### src/sv/fire_heat_effect_assert.svh
`ifndef FIRE_HEAT_EFFECT_ASSERT_SVH
`define FIRE_HEAT_EFFECT_ASSERT_SVH

// Same-cycle implication, sampled on clk, quiet during rst.
`define FHE_ASSERT_NOW(lbl, ante, cons) \
  lbl: assert property (@(posedge clk) disable iff (rst) (ante) |-> (cons)) \
    else $error("fire_heat_effect: check failed");

// Next-cycle implication, sampled on clk, quiet during rst.
`define FHE_ASSERT_NEXT(lbl, ante, cons) \
  lbl: assert property (@(posedge clk) disable iff (rst) (ante) |=> (cons)) \
    else $error("fire_heat_effect: check failed");

`endif

### src/sv/fhe_pkg.sv
package fhe_pkg;

  localparam int NUM_CELLS_DEF  = 32;
  localparam int SPARK_ZONE_DEF = 7;

  localparam int HEAT_W    = 8;
  localparam int PIXEL_W   = 6;
  localparam int COLOR_W   = 8;
  localparam int TICK_W    = 8;
  localparam int SPAN_W    = 9;
  localparam int ELAPSED_W = 17;
  localparam int LFSR_W    = 16;
  localparam int CFG_IDX_W  = 2;
  localparam int CFG_DATA_W = 16;

  localparam logic [LFSR_W-1:0]    LFSR_TAPS   = 16'hB400;
  localparam logic [LFSR_W-1:0]    SEED_RESET  = 16'd44257;
  localparam logic [7:0]           COOL_RESET  = 8'd55;
  localparam logic [7:0]           SPARK_RESET = 8'd120;
  localparam logic [15:0]          DELAY_RESET = 16'd15;
  localparam logic [ELAPSED_W-1:0] ELAPSED_MAX = 17'h1FFFF;
  localparam logic [HEAT_W-1:0]    SPARK_BASE  = 8'd160;
  localparam logic [SPAN_W-1:0]    SPAN_SPARK  = 9'd255;
  localparam logic [SPAN_W-1:0]    SPAN_AMOUNT = 9'd95;

  localparam logic [CFG_IDX_W-1:0] CFG_COOLING = 2'd0;
  localparam logic [CFG_IDX_W-1:0] CFG_SPARK   = 2'd1;
  localparam logic [CFG_IDX_W-1:0] CFG_DELAY   = 2'd2;
  localparam logic [CFG_IDX_W-1:0] CFG_SEED    = 2'd3;

  typedef enum logic [3:0] {
    ST_IDLE,
    ST_SPAN,
    ST_COOL_RD,
    ST_COOL_WR,
    ST_DIF_PRE_RD,
    ST_DIF_PRE_WR,
    ST_DIF_RD,
    ST_DIF_WR,
    ST_SPK_TEST,
    ST_SPK_CHK,
    ST_SPK_Y,
    ST_SPK_AMT,
    ST_SPK_ADD,
    ST_OUT_RD,
    ST_OUT_WR
  } state_t;

  typedef struct packed {
    logic              step;
    logic [SPAN_W-1:0] span;
    logic              load;
    logic [LFSR_W-1:0] seed;
  } rng_ctrl_t;

  typedef struct packed {
    logic [COLOR_W-1:0] r;
    logic [COLOR_W-1:0] g;
    logic [COLOR_W-1:0] b;
  } rgb_t;

  // (a + 2b) / 3 for sums up to 765, by reciprocal 683 / 2^11
  function automatic logic [HEAT_W-1:0] div3(input logic [9:0] x);
    logic [20:0] p;
    p = 21'(x) * 21'd683;
    return p[18:11];
  endfunction

  // round(h * 191 / 255), folded into one multiply by 191 * ceil(2^24 / 255)
  function automatic logic [7:0] heat_t(input logic [HEAT_W-1:0] h);
    logic [31:0] p;
    p = 32'(h) * 32'd12566654 + 32'd8355838;
    return p[31:24];
  endfunction

  function automatic rgb_t heat_color(input logic [HEAT_W-1:0] h);
    logic [7:0]   t;
    logic [7:0]   ramp;
    rgb_t         c;
    t    = heat_t(h);
    ramp = {t[5:0], 2'b00};
    if (t > 8'h80) begin
      c = '{r: 8'hFF, g: 8'hFF, b: ramp};
    end else if (t > 8'h40) begin
      c = '{r: 8'hFF, g: ramp, b: 8'h00};
    end else begin
      c = '{r: ramp, g: 8'h00, b: 8'h00};
    end
    return c;
  endfunction

endpackage

### src/sv/fhe_ifs.sv
interface fhe_tick_if;
  import fhe_pkg::*;
  logic              valid;
  logic              ready;
  logic [TICK_W-1:0] ticks;

  modport source (output valid, output ticks, input ready);
  modport sink (input valid, input ticks, output ready);
endinterface

interface fhe_pixel_if;
  import fhe_pkg::*;
  logic               valid;
  logic               ready;
  logic [PIXEL_W-1:0] pixel_index;
  logic [COLOR_W-1:0] red;
  logic [COLOR_W-1:0] green;
  logic [COLOR_W-1:0] blue;
  logic               last_pixel;

  modport source (output valid, output pixel_index, output red, output green,
                  output blue, output last_pixel, input ready);
  modport sink (input valid, input pixel_index, input red, input green,
                input blue, input last_pixel, output ready);
endinterface

### src/sv/fire_heat_effect.sv
// Fire effect on a column of NUM_CELLS heat cells, driven by millisecond ticks.
// A tick that does not push the elapsed count past frame_delay only updates the
// count. A tick that does starts a frame, and tick.ready stays low until the
// frame's last pixel has been loaded into the output register; the pixel sink
// can hold that off by keeping ready low. Because the heat RAM's read is
// registered, each of the three walks over the cells (cooling, upward drift,
// colour output) uses a read state and a write state for each cell, with one
// shared LFSR draw unit supplying every random value.
// Pixels leave cell 0 first; last_pixel marks the top cell. Configuration
// writes take effect at once; a seed write reloads the generator.
`include "fire_heat_effect_assert.svh"

module fire_heat_effect #(
  parameter int NUM_CELLS  = fhe_pkg::NUM_CELLS_DEF,
  parameter int SPARK_ZONE = fhe_pkg::SPARK_ZONE_DEF
) (
  input  logic                           clk,
  input  logic                           rst,
  fhe_tick_if.sink                       tick,
  fhe_pixel_if.source                    pixel,
  input  logic                           cfg_we,
  input  logic [fhe_pkg::CFG_IDX_W-1:0]  cfg_index,
  input  logic [fhe_pkg::CFG_DATA_W-1:0] cfg_data
);
  import fhe_pkg::*;

  localparam int IDX_W = $clog2(NUM_CELLS);
  localparam int RECIP_SHIFT = 19;
  localparam int RECIP = (2 ** RECIP_SHIFT + NUM_CELLS - 1) / NUM_CELLS;
  localparam logic [IDX_W-1:0] LAST_IDX = IDX_W'(NUM_CELLS - 1);
  localparam logic [IDX_W-1:0] PRE_IDX  = IDX_W'(NUM_CELLS - 2);
  localparam logic [IDX_W-1:0] DIF_END  = IDX_W'(2);
  localparam logic [SPAN_W-1:0] SPAN_ZONE = SPAN_W'(SPARK_ZONE);

  state_t state;
  state_t state_next;

  logic [7:0]           cooling;
  logic [7:0]           spark_chance;
  logic [15:0]          frame_delay;
  logic [ELAPSED_W-1:0] elapsed;
  logic [SPAN_W-1:0]    span;
  logic [IDX_W-1:0]     idx;
  logic [HEAT_W-1:0]    above;
  logic [IDX_W-1:0]     spark_y;

  logic [NUM_CELLS-1:0] cell_valid;
  logic                 rd_valid;
  logic                 ram_we;
  logic [IDX_W-1:0]     ram_waddr;
  logic [HEAT_W-1:0]    ram_wdata;
  logic [IDX_W-1:0]     ram_raddr;
  logic [HEAT_W-1:0]    ram_rdata;
  logic [HEAT_W-1:0]    heat_rd;

  rng_ctrl_t         rng_ctrl;
  logic [SPAN_W-1:0] draw;

  logic                 out_valid;
  logic [PIXEL_W-1:0]   out_index;
  rgb_t                 out_rgb;
  logic                 out_last;
  logic                 out_free;
  rgb_t                 cell_rgb;

  logic [ELAPSED_W:0]   elapsed_sum;
  logic [ELAPSED_W-1:0] elapsed_sat;
  logic                 tick_acc;
  logic                 frame_start;
  logic [11:0]          cool_x10;
  logic [28:0]          span_prod;
  logic [9:0]           drift_sum;

  fhe_ram #(
    .WIDTH (HEAT_W),
    .DEPTH (NUM_CELLS)
  ) u_heat (
    .clk   (clk),
    .we    (ram_we),
    .waddr (ram_waddr),
    .wdata (ram_wdata),
    .raddr (ram_raddr),
    .rdata (ram_rdata)
  );

  fhe_rng u_rng (
    .clk  (clk),
    .rst  (rst),
    .ctrl (rng_ctrl),
    .draw (draw)
  );

  // cells never written read as cold
  assign heat_rd  = rd_valid ? ram_rdata : '0;
  assign out_free = !out_valid || pixel.ready;
  assign cell_rgb = heat_color(heat_rd);

  assign tick.ready  = (state == ST_IDLE);
  assign tick_acc    = tick.valid && tick.ready;
  assign elapsed_sum = {1'b0, elapsed} + (ELAPSED_W+1)'(tick.ticks);
  assign elapsed_sat = elapsed_sum[ELAPSED_W] ? ELAPSED_MAX : elapsed_sum[ELAPSED_W-1:0];
  assign frame_start = tick_acc && (elapsed_sat > ELAPSED_W'(frame_delay));

  assign cool_x10  = {1'b0, cooling, 3'b000} + {3'b000, cooling, 1'b0};
  assign span_prod = 29'(cool_x10) * 29'(RECIP);
  assign drift_sum = 10'(above) + {1'b0, heat_rd, 1'b0};

  // next state
  always_comb begin
    state_next = state;
    case (state)
      ST_IDLE: begin
        if (frame_start) begin
          state_next = ST_SPAN;
        end
      end
      ST_SPAN:       state_next = ST_COOL_RD;
      ST_COOL_RD:    state_next = ST_COOL_WR;
      ST_COOL_WR:    state_next = (idx == LAST_IDX) ? ST_DIF_PRE_RD : ST_COOL_RD;
      ST_DIF_PRE_RD: state_next = ST_DIF_PRE_WR;
      ST_DIF_PRE_WR: state_next = ST_DIF_RD;
      ST_DIF_RD:     state_next = ST_DIF_WR;
      ST_DIF_WR:     state_next = (idx == DIF_END) ? ST_SPK_TEST : ST_DIF_RD;
      ST_SPK_TEST:   state_next = ST_SPK_CHK;
      ST_SPK_CHK: begin
        state_next = (draw < SPAN_W'(spark_chance)) ? ST_SPK_Y : ST_OUT_RD;
      end
      ST_SPK_Y:      state_next = ST_SPK_AMT;
      ST_SPK_AMT:    state_next = ST_SPK_ADD;
      ST_SPK_ADD:    state_next = ST_OUT_RD;
      ST_OUT_RD:     state_next = ST_OUT_WR;
      ST_OUT_WR: begin
        if (out_free) begin
          state_next = (idx == LAST_IDX) ? ST_IDLE : ST_OUT_RD;
        end
      end
      default:       state_next = ST_IDLE;
    endcase
  end

  // datapath controls
  always_comb begin
    ram_we        = 1'b0;
    ram_waddr     = idx;
    ram_wdata     = heat_rd;
    ram_raddr     = idx;
    rng_ctrl.step = 1'b0;
    rng_ctrl.span = span;
    rng_ctrl.load = cfg_we && (cfg_index == CFG_SEED);
    rng_ctrl.seed = cfg_data[LFSR_W-1:0];
    case (state)
      ST_COOL_RD: begin
        rng_ctrl.step = 1'b1;
      end
      ST_COOL_WR: begin
        ram_we    = 1'b1;
        ram_wdata = (draw > SPAN_W'(heat_rd)) ? '0 : heat_rd - draw[HEAT_W-1:0];
      end
      ST_DIF_PRE_RD: begin
        ram_raddr = PRE_IDX;
      end
      ST_DIF_RD: begin
        ram_raddr = idx - DIF_END;
      end
      ST_DIF_WR: begin
        ram_we    = 1'b1;
        ram_wdata = div3(drift_sum);
      end
      ST_SPK_TEST: begin
        rng_ctrl.step = 1'b1;
        rng_ctrl.span = SPAN_SPARK;
      end
      ST_SPK_Y: begin
        rng_ctrl.step = 1'b1;
        rng_ctrl.span = SPAN_ZONE;
      end
      ST_SPK_AMT: begin
        ram_raddr     = draw[IDX_W-1:0];
        rng_ctrl.step = 1'b1;
        rng_ctrl.span = SPAN_AMOUNT;
      end
      ST_SPK_ADD: begin
        ram_we    = 1'b1;
        ram_waddr = spark_y;
        // wraps modulo 256
        ram_wdata = heat_rd + SPARK_BASE + draw[HEAT_W-1:0];
      end
      default: begin
      end
    endcase
  end

  always_ff @(posedge clk) begin
    if (rst) begin
      state <= ST_IDLE;
    end else begin
      state <= state_next;
    end
  end

  always_ff @(posedge clk) begin
    if (rst) begin
      cooling      <= COOL_RESET;
      spark_chance <= SPARK_RESET;
      frame_delay  <= DELAY_RESET;
    end else if (cfg_we) begin
      case (cfg_index)
        CFG_COOLING: cooling      <= cfg_data[7:0];
        CFG_SPARK:   spark_chance <= cfg_data[7:0];
        CFG_DELAY:   frame_delay  <= cfg_data;
        default: begin
        end
      endcase
    end
  end

  always_ff @(posedge clk) begin
    if (rst) begin
      elapsed <= '0;
    end else if (tick_acc) begin
      elapsed <= frame_start ? '0 : elapsed_sat;
    end
  end

  always_ff @(posedge clk) begin
    if (rst) begin
      cell_valid <= '0;
    end else if (ram_we) begin
      cell_valid[ram_waddr] <= 1'b1;
    end
  end

  always_ff @(posedge clk) begin
    rd_valid <= cell_valid[ram_raddr];
  end

  // walk counter
  always_ff @(posedge clk) begin
    if (rst) begin
      idx <= '0;
    end else begin
      case (state)
        ST_SPAN:       idx <= '0;
        ST_COOL_WR:    idx <= (idx == LAST_IDX) ? LAST_IDX : idx + 1'b1;
        ST_DIF_WR:     idx <= idx - 1'b1;
        ST_SPK_CHK:    idx <= '0;
        ST_SPK_ADD:    idx <= '0;
        ST_OUT_WR: begin
          if (out_free && idx != LAST_IDX) begin
            idx <= idx + 1'b1;
          end
        end
        default: begin
        end
      endcase
    end
  end

  always_ff @(posedge clk) begin
    if (state == ST_SPAN) begin
      span <= span_prod[RECIP_SHIFT +: SPAN_W] + SPAN_W'(2);
    end
    if (state == ST_DIF_PRE_WR || state == ST_DIF_WR) begin
      above <= heat_rd;
    end
    if (state == ST_SPK_AMT) begin
      spark_y <= draw[IDX_W-1:0];
    end
  end

  always_ff @(posedge clk) begin
    if (rst) begin
      out_valid <= 1'b0;
    end else if (state == ST_OUT_WR && out_free) begin
      out_valid <= 1'b1;
    end else if (pixel.ready) begin
      out_valid <= 1'b0;
    end
  end

  always_ff @(posedge clk) begin
    if (state == ST_OUT_WR && out_free) begin
      out_index <= PIXEL_W'(idx);
      out_rgb   <= cell_rgb;
      out_last  <= (idx == LAST_IDX);
    end
  end

  assign pixel.valid       = out_valid;
  assign pixel.pixel_index = out_index;
  assign pixel.red         = out_rgb.r;
  assign pixel.green       = out_rgb.g;
  assign pixel.blue        = out_rgb.b;
  assign pixel.last_pixel  = out_last;

  `FHE_ASSERT_NEXT(a_quiet_tick_stays_idle, tick_acc && !frame_start, state == ST_IDLE)
  `FHE_ASSERT_NEXT(a_frame_clears_elapsed, frame_start, elapsed == '0 && state == ST_SPAN)
  `FHE_ASSERT_NEXT(a_last_pixel_marked, state == ST_OUT_WR && out_free && idx == LAST_IDX, pixel.valid && pixel.last_pixel)
  `FHE_ASSERT_NOW(a_cool_span_floor, state == ST_COOL_RD, span >= SPAN_W'(2))

endmodule

### src/sv/fhe_ram.sv
module fhe_ram #(
  parameter int WIDTH = 8,
  parameter int DEPTH = 32
) (
  input  logic                     clk,
  input  logic                     we,
  input  logic [$clog2(DEPTH)-1:0] waddr,
  input  logic [WIDTH-1:0]         wdata,
  input  logic [$clog2(DEPTH)-1:0] raddr,
  output logic [WIDTH-1:0]         rdata
);

  logic [WIDTH-1:0] mem [DEPTH];

  always_ff @(posedge clk) begin
    if (we) begin
      mem[waddr] <= wdata;
    end
    rdata <= mem[raddr];
  end

endmodule

### src/sv/fhe_rng.sv
module fhe_rng (
  input  logic                      clk,
  input  logic                      rst,
  input  fhe_pkg::rng_ctrl_t        ctrl,
  output logic [fhe_pkg::SPAN_W-1:0] draw
);
  import fhe_pkg::*;

  logic [LFSR_W-1:0]        lfsr;
  logic [LFSR_W-1:0]        lfsr_next;
  logic [LFSR_W+SPAN_W-1:0] prod;

  always_comb begin
    lfsr_next = {1'b0, lfsr[LFSR_W-1:1]};
    if (lfsr[0]) begin
      lfsr_next = lfsr_next ^ LFSR_TAPS;
    end
    prod = (LFSR_W+SPAN_W)'(lfsr_next) * (LFSR_W+SPAN_W)'(ctrl.span);
  end

  always_ff @(posedge clk) begin
    if (rst) begin
      lfsr <= SEED_RESET;
    end else if (ctrl.load) begin
      // never let the generator lock up on zero
      lfsr <= (ctrl.seed == '0) ? LFSR_W'(1) : ctrl.seed;
    end else if (ctrl.step) begin
      lfsr <= lfsr_next;
    end
  end

  // scaled draw in [0, span), held until the next step
  always_ff @(posedge clk) begin
    if (ctrl.step) begin
      draw <= prod[LFSR_W +: SPAN_W];
    end
  end

endmodule

### src/flat_wrapper.sv
// flat-port wrapper written by rule: the top's interface ports become plain ports
module fire_heat_effect_flat import fhe_pkg::*;
#(
  parameter int NUM_CELLS  = fhe_pkg::NUM_CELLS_DEF,
  parameter int SPARK_ZONE = fhe_pkg::SPARK_ZONE_DEF
)
  (clk, rst, cfg_we, cfg_index, cfg_data, tick_valid, tick_ticks, tick_ready, pixel_valid, pixel_pixel_index, pixel_red, pixel_green, pixel_blue, pixel_last_pixel, pixel_ready);
  fhe_tick_if tick_i ();
  fhe_pixel_if pixel_i ();
  input  logic clk;
  input  logic rst;
  input  logic cfg_we;
  input  logic [fhe_pkg::CFG_IDX_W-1:0] cfg_index;
  input  logic [fhe_pkg::CFG_DATA_W-1:0] cfg_data;
  input wire logic [$bits(tick_i.valid)-1:0] tick_valid;
  input wire logic [$bits(tick_i.ticks)-1:0] tick_ticks;
  output wire logic [$bits(tick_i.ready)-1:0] tick_ready;
  output wire logic [$bits(pixel_i.valid)-1:0] pixel_valid;
  output wire logic [$bits(pixel_i.pixel_index)-1:0] pixel_pixel_index;
  output wire logic [$bits(pixel_i.red)-1:0] pixel_red;
  output wire logic [$bits(pixel_i.green)-1:0] pixel_green;
  output wire logic [$bits(pixel_i.blue)-1:0] pixel_blue;
  output wire logic [$bits(pixel_i.last_pixel)-1:0] pixel_last_pixel;
  input wire logic [$bits(pixel_i.ready)-1:0] pixel_ready;
  assign tick_i.valid = tick_valid;
  assign tick_i.ticks = tick_ticks;
  assign tick_ready = tick_i.ready;
  assign pixel_valid = pixel_i.valid;
  assign pixel_pixel_index = pixel_i.pixel_index;
  assign pixel_red = pixel_i.red;
  assign pixel_green = pixel_i.green;
  assign pixel_blue = pixel_i.blue;
  assign pixel_last_pixel = pixel_i.last_pixel;
  assign pixel_i.ready = pixel_ready;
  fire_heat_effect #(.NUM_CELLS(NUM_CELLS), .SPARK_ZONE(SPARK_ZONE)) u_core (.clk(clk), .rst(rst), .tick(tick_i), .pixel(pixel_i), .cfg_we(cfg_we), .cfg_index(cfg_index), .cfg_data(cfg_data));
endmodule
### config.mk
export PLATFORM = sky130hd
export DESIGN_NAME = fire_heat_effect_flat
export DESIGN_NICKNAME = d
export VERILOG_FILES = /design/src/sv/fhe_pkg.sv /design/src/sv/fhe_ifs.sv /design/src/sv/fire_heat_effect.sv /design/src/sv/fhe_ram.sv /design/src/sv/fhe_rng.sv /design/src/flat_wrapper.sv
export VERILOG_INCLUDE_DIRS = /design/src /design/src/sv
export SDC_FILE = /design/constraint.sdc
export NUM_CORES = 1
export LEC_CHECK = 0
export BUFFER_PORTS_ARGS = -buffer_cell sky130_fd_sc_hd__buf_2
export CAP_MARGIN = 20
export CORE_ASPECT_RATIO = 1.1
export CORE_MARGIN = 10
export CORE_UTILIZATION = 45
export DETAILED_ROUTE_END_ITERATION = 12
export GPL_ROUTABILITY_DRIVEN = 0
export GPL_TIMING_DRIVEN = 0
export PLACE_DENSITY_LB_ADDON = 0.05
export SLEW_MARGIN = 20
export SYNTH_ARGS = -nofsm -noshare
export SYNTH_HDL_FRONTEND = slang
export SYNTH_HIERARCHICAL = 1
export SYNTH_SLANG_ARGS = --single-unit
### constraint.sdc
create_clock -name clk -period 10.1 [get_ports clk]
set_input_delay 0.505 -clock clk [delete_from_list [all_inputs] [get_ports clk]]
set_output_delay 0.505 -clock clk [all_outputs]
set_load 0.05 [all_outputs]
# == Word-level counts from Yosys, hierarchy flattened ==
# Memories as Yosys holds them, arrays and structs flattened. A register that Yosys moved wholly into a read port is not among the register bits.
# Cells that the tools add are included.
# totals
elab_cells,127
input_bits,31
mem_bits_rw,256
latch_bits,0
out_inout_bits,33
romBits,0
reg_bits,169
memories,1
# op_classes
n_shift,0
mux,34
div,0
add_sub_neg,11
mul,3
order_cmp,8
reduce_logical,24
bitwise,2
eq_ne,23
# memory_table
memory,depth,width,rd,rd_clocked_by_memory_dff,wr,line,rtl
u_core.u_heat.mem,32,8,1,1,1,fhe_ram.sv:13,logic [WIDTH-1:0] mem [DEPTH];
# op_table
op,count
$mux 16,4
$pmux 4 s15,1
$mux 17,2
$add 32x23->32 const B,1
$or 32x32->32,1
$mul 8x23->31 const B,1
$eq 4x4->1 const B,7
$pmux 9 s3,1
$mul 16x9->25,1
$mux 8,3
$pmux 8 s3,1
$pmux 5 s4,1
$mul 10x10->19 const B,1
$add 17x8->18,1
$mux 18,1
$gt 17x16->1,1
$eq 4x3->1 const B,4
$logic_not 16->1,1
$mux 4,4
$mux 5,3
$pmux 5 s3,1
$add 11x9->12,1
$lt 5x6->1 const B,2
$add 8x9->10,1
other kinds (37),60

# == Longest topological paths before layout ==
# Gate-level depths: netlist of run 1.
# logic_depth
depth_word,7
ltp_mapped,28
ltp_nobuf,27

# == Hierarchy ==
# The synthesis of run 1 kept the hierarchy.
# by_module_without_submodules
mod,area_per_inst_um2,cells_per_inst,n_inst,seq_area_each_um2
fire_heat_effect,13421.6,1559,1,3253.1
fhe_ram,10053.4,417,1,7847.5
fhe_rng,5357.6,612,1,590.6

# == Worst setup path before layout of run 1 ==
# OpenSTA, ideal clock, no wires.
# synth_timing
path_kind,reg-to-reg
startpoint,register u_core.rd_valid
endpoint,"memory u_core.u_heat.mem[0][6], data pin"
required_time_ps,9646
arrival_ps,7800
stages_incl_launch_ff,28
setup_time_ps,454
path_buffers,1
synth_period_minus_slack_ps,8254
slack_ps,1846
cell_sequence,dfxtp_1 clkbuf_1 nand2_1 inv_1 ha_1 a21o_1 a21oi_1 o21bai_1 a21oi_1 o21bai_1 maj3_1 xnor2_1 ha_1 ha_1 fa_1 inv_1 fa_1 fa_1 inv_1 ha_1 a211oi_1 o21ai_0 a21oi_1 o21ai_0 o41ai_1 o21bai_1 xnor2_1 o21ai_0
# synth_between
elab_chain_len,4
word_cells_on_any_way,9
cone_classes,4 x add/sub; 1 x mul; 1 x order compare; 3 x mux
# synth_rtl
element,line,rtl
from (decl),fire_heat_effect.sv:48,logic rd_valid;
from (signal assigned),fire_heat_effect.sv:234,rd_valid <= cell_valid[ram_raddr];
$mux 8 *,fire_heat_effect.sv:94,assign heat_rd = rd_valid ? ram_rdata : '0;
via u_core.heat_rd[1],fire_heat_effect.sv:54,logic [HEAT_W-1:0] heat_rd;
"$add 8x9->10, or another cell as far along",fire_heat_effect.sv:106,"assign drift_sum = 10'(above) + {1'b0, heat_rd, 1'b0};"
"$mul 10x10->19, or another cell as far along",fhe_pkg.sv:65,p = 21'(x) * 21'd683;
$pmux 8 s3 *,fire_heat_effect.sv:151,case (state)
via u_core.ram_wdata[6],fire_heat_effect.sv:51,logic [HEAT_W-1:0] ram_wdata;
to (decl),fhe_ram.sv:13,
# Mark *: on every way through the listed nets, which the timed path passes. The rest lies on a longest branch.

# == Worst setup path after layout of run 1 ==
# layout_timing
startpoint,register u_core.rd_valid
endpoint,"memory u_core.u_heat.mem[9][7], data pin"
# Same word-level chain as after synthesis.

==> results.cfg, run 1 <==
[die]
core_um2 = 63600
rows = 97
start_util_pct = 45.3
io-pin-count = 64
die_w_um = 261
dieArea_um2 = 74600
die_h_um = 285

[sta]
setup_slack_ns = 1.15
maxSlewViolCount = 0
tightest_slew_ns = 1.02
fin_crit_ns = 8.95
hold_violations = 0
clock-skew-final_ns = 0.0331
relSlewSlack_pct = 32.2
setup_viol = 0
tns_ns = 0
timing.fmax_mhz = 112
rsz0062_at_grt = no
period_share_pct = 88.6

[routing]
drtIter0Drc = 1291
drt_pass1_iterations = 5
via_per_inst = 5.47
drt_wl_total_um = 70400
wl_per_cell_um = 19.6
drc = 0
ant_nets = 0
vias = 19700

[worst_hold_path]
hp-class = in -> reg

[power_and_ir_drop]
cellLeakagePower_nw = 13.3
p_total_mw = 9.92
power_frac_clock_pct = 18.2
irDropWorstVdd_mv = 0.458
switchingPower_mw = 4.38
powerDensity_nw_per_um2 = 309
p_comb_share_pct = 59.4
p_sw_share_pct = 44.2
seqPwrFrac_pct = 22.4
intPower_mw = 5.54

[synth]
yosysTopAreaCellShare_pct = 32.5
yosys_warnings = 6
ys_ff_latch = 428
ys_top_cells_by_count = 312 x edfxtp_1, 307 x inv_1, 241 x ha_1, 198 x nand2_1, 175 x nor2_1
syn_inst = 2588
synth.distinct_cells = 95
synth_seq_area_share_pct = 40.5
synth-edff-count = 312
netlist_area_um2 = 28800
synth-main-ff-cell = edfxtp_1
yosys-top-cells-area = edfxtp_1 32%, fa_1 11%, ha_1 10%, dfxtp_1 8.1%, mux4_2 6.2%
synth_top_area_cell = edfxtp_1
ys_async_sr_fraction_pct = 0
synth.most_common_cell = edfxtp_1
avgSynthCellArea_um2 = 11.1

[critical_path]
cp_max_fo = 17
critPathSlowestCell = xnor2_1
crit_type = reg -> reg
cp_slowest_stage_delay_ns = 0.55
worstPathArrival_ns = 9.28
crit_path_start_kind = flop
cp-end-kind = flop
required_ns = 10.43

[layout]
area_growth_pct = 11.4
multi_input_area_um2 = 15700
regArea_um2 = 11700
utilization_pct = 50.5
fillers = 5742
drive_gt1_share_pct = 11.3
n_antenna_cell = 0
fin_nets = 3141

[clock_network]
clk_latency_ns = 0.60
cts_sinks = 428
cts_max_path_buffers = 3
cts_buffers = 48
cts_hold_buf = 0
worst_setup_hold_path_clk_slew_ns = 0.06
htreeDepth = 2
cts_resized = 0
ctsRootBufferMaster = clkbuf_16
cts_tree = built
cts_setup_buffers = 0

[global_routing]
grt_overflow = 0
grt_antenna_before_repair = 0
globalRouteTotalUtil_pct = 18.9
grt_max_degree = 33
grt_pass1_wl_um = 113000
first_global_vias = 20200

[flow_run]
drv_cap = 0

[placed_design]
pre_cts_ws_ns = 0.990
dp_hpwl_um = 54300
place.port_buffers = 60

[outcome]
status = finished, final reports clean
final cells by class:
type,count,share of cell area [%]
clock buffer,57,3.88
inverter,311,3.64
multi-input combinational,1754,48.8
buffer,105,1.44
clock inverter,30,1.22
tap,841,3.28
sequential,428,36.4
timing repair buffer,68,1.31
placed cells by master (no fill, tap or decap), types with 13 or more instances in the layout:
master / count
xor2_1: 22
nand4_1: 15
o21ai_0: 76
nor2_1: 173
fa_1: 153
xnor2_1: 56
nand2_1: 198
dfxtp_1: 116
o21a_1: 13
nor3_1: 34
o211ai_1: 13
mux4_2: 80
a211oi_1: 18
a21oi_1: 163
buf_2: 71
mux2i_1: 30
o21bai_1: 16
nand2b_1: 17
nor2b_1: 29
nand3_1: 24
clkbuf_16: 48
a22o_1: 18
mux2_2: 14
edfxtp_1: 312
ha_1: 241
nand3b_1: 14
clkbuf_1: 77
inv_1: 307
a21o_1: 34
and2_1: 101
buf_1: 13
final timing paths:
path / slack, ns / end / cells past startpoint / start
min: 0.19 / u_core/frame_delay[11] / 3 / cfg_data[11]
min reg2reg: 0.43 / u_core/pixel.pixel_index[3] / 0 / u_core/idx[3]
max: 1.15 / u_core/u_heat/mem[9][7] / 29 / u_core/rd_valid
max reg2reg: 1.15 / u_core/u_heat/mem[9][7] / 29 / u_core/rd_valid
metal layers:
| layer | share of wire [%] | GRT usage, % | routed length (µm) | up-vias |
|---|---|---|---|---|
| met2 | 48 | 31.4 | 33900 | 400 |
| li1 | - | - | - | 9357 |
| met4 | 2.1 | 4.96 | 1510 | 0 |
| met5 | 0 | 0 | 0 | - |
| met3 | 4.0 | 2.29 | 2800 | 89 |
| met1 | 46 | 25.9 | 32200 | 9826 |
flip-flops by register name, indices dropped and copies added, names as in the netlist, 9 cells and up:
name	cells
u_core/cell_valid	32
u_core/frame_delay	16
u_core/u_heat/mem	256
u_core/u_rng/lfsr	16
u_core/u_rng/draw	9
u_core/elapsed	17
power groups by stage:
stage	Combinational [mW]	Clock [mW]	Sequential [mW]
2_1_floorplan	4.38	0	2.22
3_3_place_gp	5.74	0	2.26
3_5_place_dp	5.89	0	2.26
4_1_cts	5.95	1.86	2.22
5_1_grt	6.74	1.92	2.22
6_report	5.89	1.80	2.22
critical path: cells and delay by family, from the launching register on:
kind / cells / cell delay, ns
XOR/XNOR: 2 / 0.76
flip-flops: 1 / 0.31
adder cells (fa/ha/maj): 8 / 3.12
AO/OA/AOI/OAI: 13 / 3.04
buffers and inverters: 5 / 1.10
AND/OR/NAND/NOR: 1 / 0.34
metrics by stage:
step	instances	instance area, µm²	hold slack [ns]
floorplan	2598	28900	0.406
global placement	3499	30200	0.420
detailed placement	3507	30500	0.417
CTS	3594	32100	0.155
global route	3594	32100	0.183
finish	3594	32100	0.187
cell families after synthesis:
kind of cell,Yosys count,synth area share (%)
compound gates,465,10.7
xor+xnor,81,2.54
fa+ha+maj,396,21.2
buf+inv,416,5.65
flops,428,40.5
mux,124,7.84
other cells,1,0.0130
simple gates,677,11.6
Note: power is estimated with default switching activity, not from simulation.
==> inputs of run 2 (changes only) <==
--- a/config.mk
+++ b/config.mk
@@ -8,6 +8,8 @@
 export LEC_CHECK = 0
 export BUFFER_PORTS_ARGS = -buffer_cell sky130_fd_sc_hd__buf_2
 export CAP_MARGIN = 20
+export CELL_PAD_IN_SITES_DETAIL_PLACEMENT = 1
+export CELL_PAD_IN_SITES_GLOBAL_PLACEMENT = 1
 export CORE_ASPECT_RATIO = 1.1
 export CORE_MARGIN = 10
 export CORE_UTILIZATION = 45
==> run 2 against run 1 <==
Against the previous run:
- total power up 1.7%
- final area fell by 0.24%
- worst hold slack got worse by 0.012 ns
- largest power group unchanged
- highest routed layer unchanged
==> results.cfg, run 2 (synthesized netlist as in run 1, its figures left out) <==
[sta]
relSlewSlack_pct = 26.1
hold_violations = 0
rsz0062_at_grt = no
timing.fmax_mhz = 110
maxSlewViolCount = 0
tns_ns = 0
period_share_pct = 89.9
setup_viol = 0
tightest_slew_ns = 1.10
holdWs_ns = 0.176
fin_crit_ns = 9.08
clock-skew-final_ns = 0.0297
setup_slack_ns = 1.02

[power_and_ir_drop]
cellLeakagePower_nw = 13.2
intPower_mw = 5.52
seqPwrFrac_pct = 22.1
powerDensity_nw_per_um2 = 315
irDropWorstVdd_mv = 0.393
p_comb_share_pct = 60.8
p_total_mw = 10.1
switchingPower_mw = 4.57
power_frac_clock_pct = 17.2
p_sw_share_pct = 45.3

[clock_network]
cts_max_path_buffers = 3
cts_hold_buf = 0
cts_buffers = 47
clk_latency_ns = 0.60
cts_sinks = 428
cts_resized = 0
htreeDepth = 2
cts_setup_buffers = 0
worst_setup_hold_path_clk_slew_ns = 0.06
ctsRootBufferMaster = clkbuf_16
cts_tree = built

[die]
start_util_pct = 45.3
dieArea_um2 = 74600
rows = 97
die_h_um = 285
die_w_um = 261
io-pin-count = 64
core_um2 = 63600

[critical_path]
cp_max_fo = 32
r2r_slack_ns = 1.02
timing.critical_path.buf_inv = 4
required_ns = 10.36
cp_slowest_stage_delay_ns = 0.69
critPathSlowestCell = a21oi_4
worstPathArrival_ns = 9.35
cp-end-kind = flop
path_common_cell = ha_1
regToRegStartpoint = u_core/rd_valid
worst_r2r_path_depth = 27
r2r_end = u_core/u_heat/mem[18][5]
crit_family = compound AO/OA/AOI/OAI gates
crit_type = reg -> reg
crit_path_start_kind = flop

[routing]
drc = 0
via_per_inst = 5.54
ant_nets = 0
vias = 19900
drt_pass1_iterations = 5
wl_per_cell_um = 21.1
drtIter0Drc = 1090
drt_wl_total_um = 75800

[global_routing]
grt_pass1_wl_um = 121000
grt_overflow = 0
grt_antenna_before_repair = 0
globalRouteTotalUtil_pct = 20.4
first_global_vias = 21600
grt_max_degree = 33

[layout]
regMostFlops = u_core/u_heat/mem
final_cell_mix = 312 x edfxtp_1, 307 x inv_1, 241 x ha_1
fillers = 6780
fin_nets = 3139
layout_commonest_cell = edfxtp_1
drive_gt1_share_pct = 11.4
area_growth_pct = 11.1
reg_top3 = u_core/u_heat/mem (256), u_core/cell_valid (32), u_core/elapsed (17)
largest_register_ffs = 256

[placed_design]
dp_hpwl_um = 59200
pre_cts_ws_ns = 0.827
place.port_buffers = 60

[worst_hold_path]
min_from = cfg_data[10]
hp-class = in -> reg
min_delay_path_depth = 2
whs_endpoint = u_core/u_rng/lfsr[10]

[flow_run]
drv_cap = 0

[outcome]
status = finished, final reports clean
## run 2: changes by cell type in the layout (fill, tap and decap cells not counted), sizes merged
cell	before	now
clkinv	17	22
inv	314	310
clkbuf	126	123
clkinvlp	3	6
bufinv	7	5
buf	104	103
diode	0	1
## run 2: area by class of cell
type	count	area [µm²]	area share [%]
multi-input combinational	1754	15700	48.9
sequential	428	11700	36.5
clock buffer	54	1220	3.82
inverter	311	1170	3.64
tap	841	1050	3.29
buffer	105	463	1.45
timing repair buffer	67	410	1.28
clock inverter	32	344	1.07
antenna	1	2.50	0.00781
## run 2: worst max path at each step
stage                               start                       end  slack (ns)  cells past startpoint
final                     u_core/rd_valid  u_core/u_heat/mem[18][5]        1.02                     27
after global routing      u_core/rd_valid  u_core/u_heat/mem[31][7]        0.29                     29
after CTS                 u_core/rd_valid  u_core/u_heat/mem[31][7]        0.79                     29
after detailed placement  u_core/rd_valid  u_core/u_heat/mem[30][7]        0.83                     29
after global placement    u_core/rd_valid  u_core/u_heat/mem[16][6]       -0.72                     27
after floorplan           u_core/rd_valid   u_core/u_heat/mem[0][6]        1.85                     27
## run 2: worst reg2reg max path: cells and delay by family (launching register included)
kind	cells	cell delay, ns
fa+ha+maj	8	3.14
buf+inv	4	0.84
xor+xnor	2	0.76
compound gates	12	3.29
flops	1	0.30
simple gates	1	0.36
## run 2: metrics by stage
| stage | instances | area (µm²) | utilization [%] |
|---|---|---|---|
| 4_1_cts | 3592 | 32000 | 50.4 |
| 2_1_floorplan | 2598 | 28900 | - |
| 3_3_place_gp | 3499 | 30200 | 47.5 |
| 6_report | 3593 | 32000 | 50.4 |
| 3_5_place_dp | 3506 | 30500 | 47.9 |
| 5_1_grt | 3592 | 32000 | 50.4 |
## run 2: routing by layer
layer,wire length (µm),global-route usage [%]
met1,34100,27.0
met2,37600,35.1
met3,2940,2.68
met4,1260,4.13
met5,0,0
## run 2: power by group through the flow
| stage | clock network [mW] | registers [mW] | logic (mW) |
|---|---|---|---|
| after floorplan | 0 | 2.22 | 4.38 |
| after global routing | 1.85 | 2.23 | 6.96 |
| final | 1.73 | 2.22 | 6.13 |
| after global placement | 0 | 2.27 | 5.87 |
| after CTS | 1.78 | 2.22 | 6.23 |
| after detailed placement | 0 | 2.26 | 6.15 |
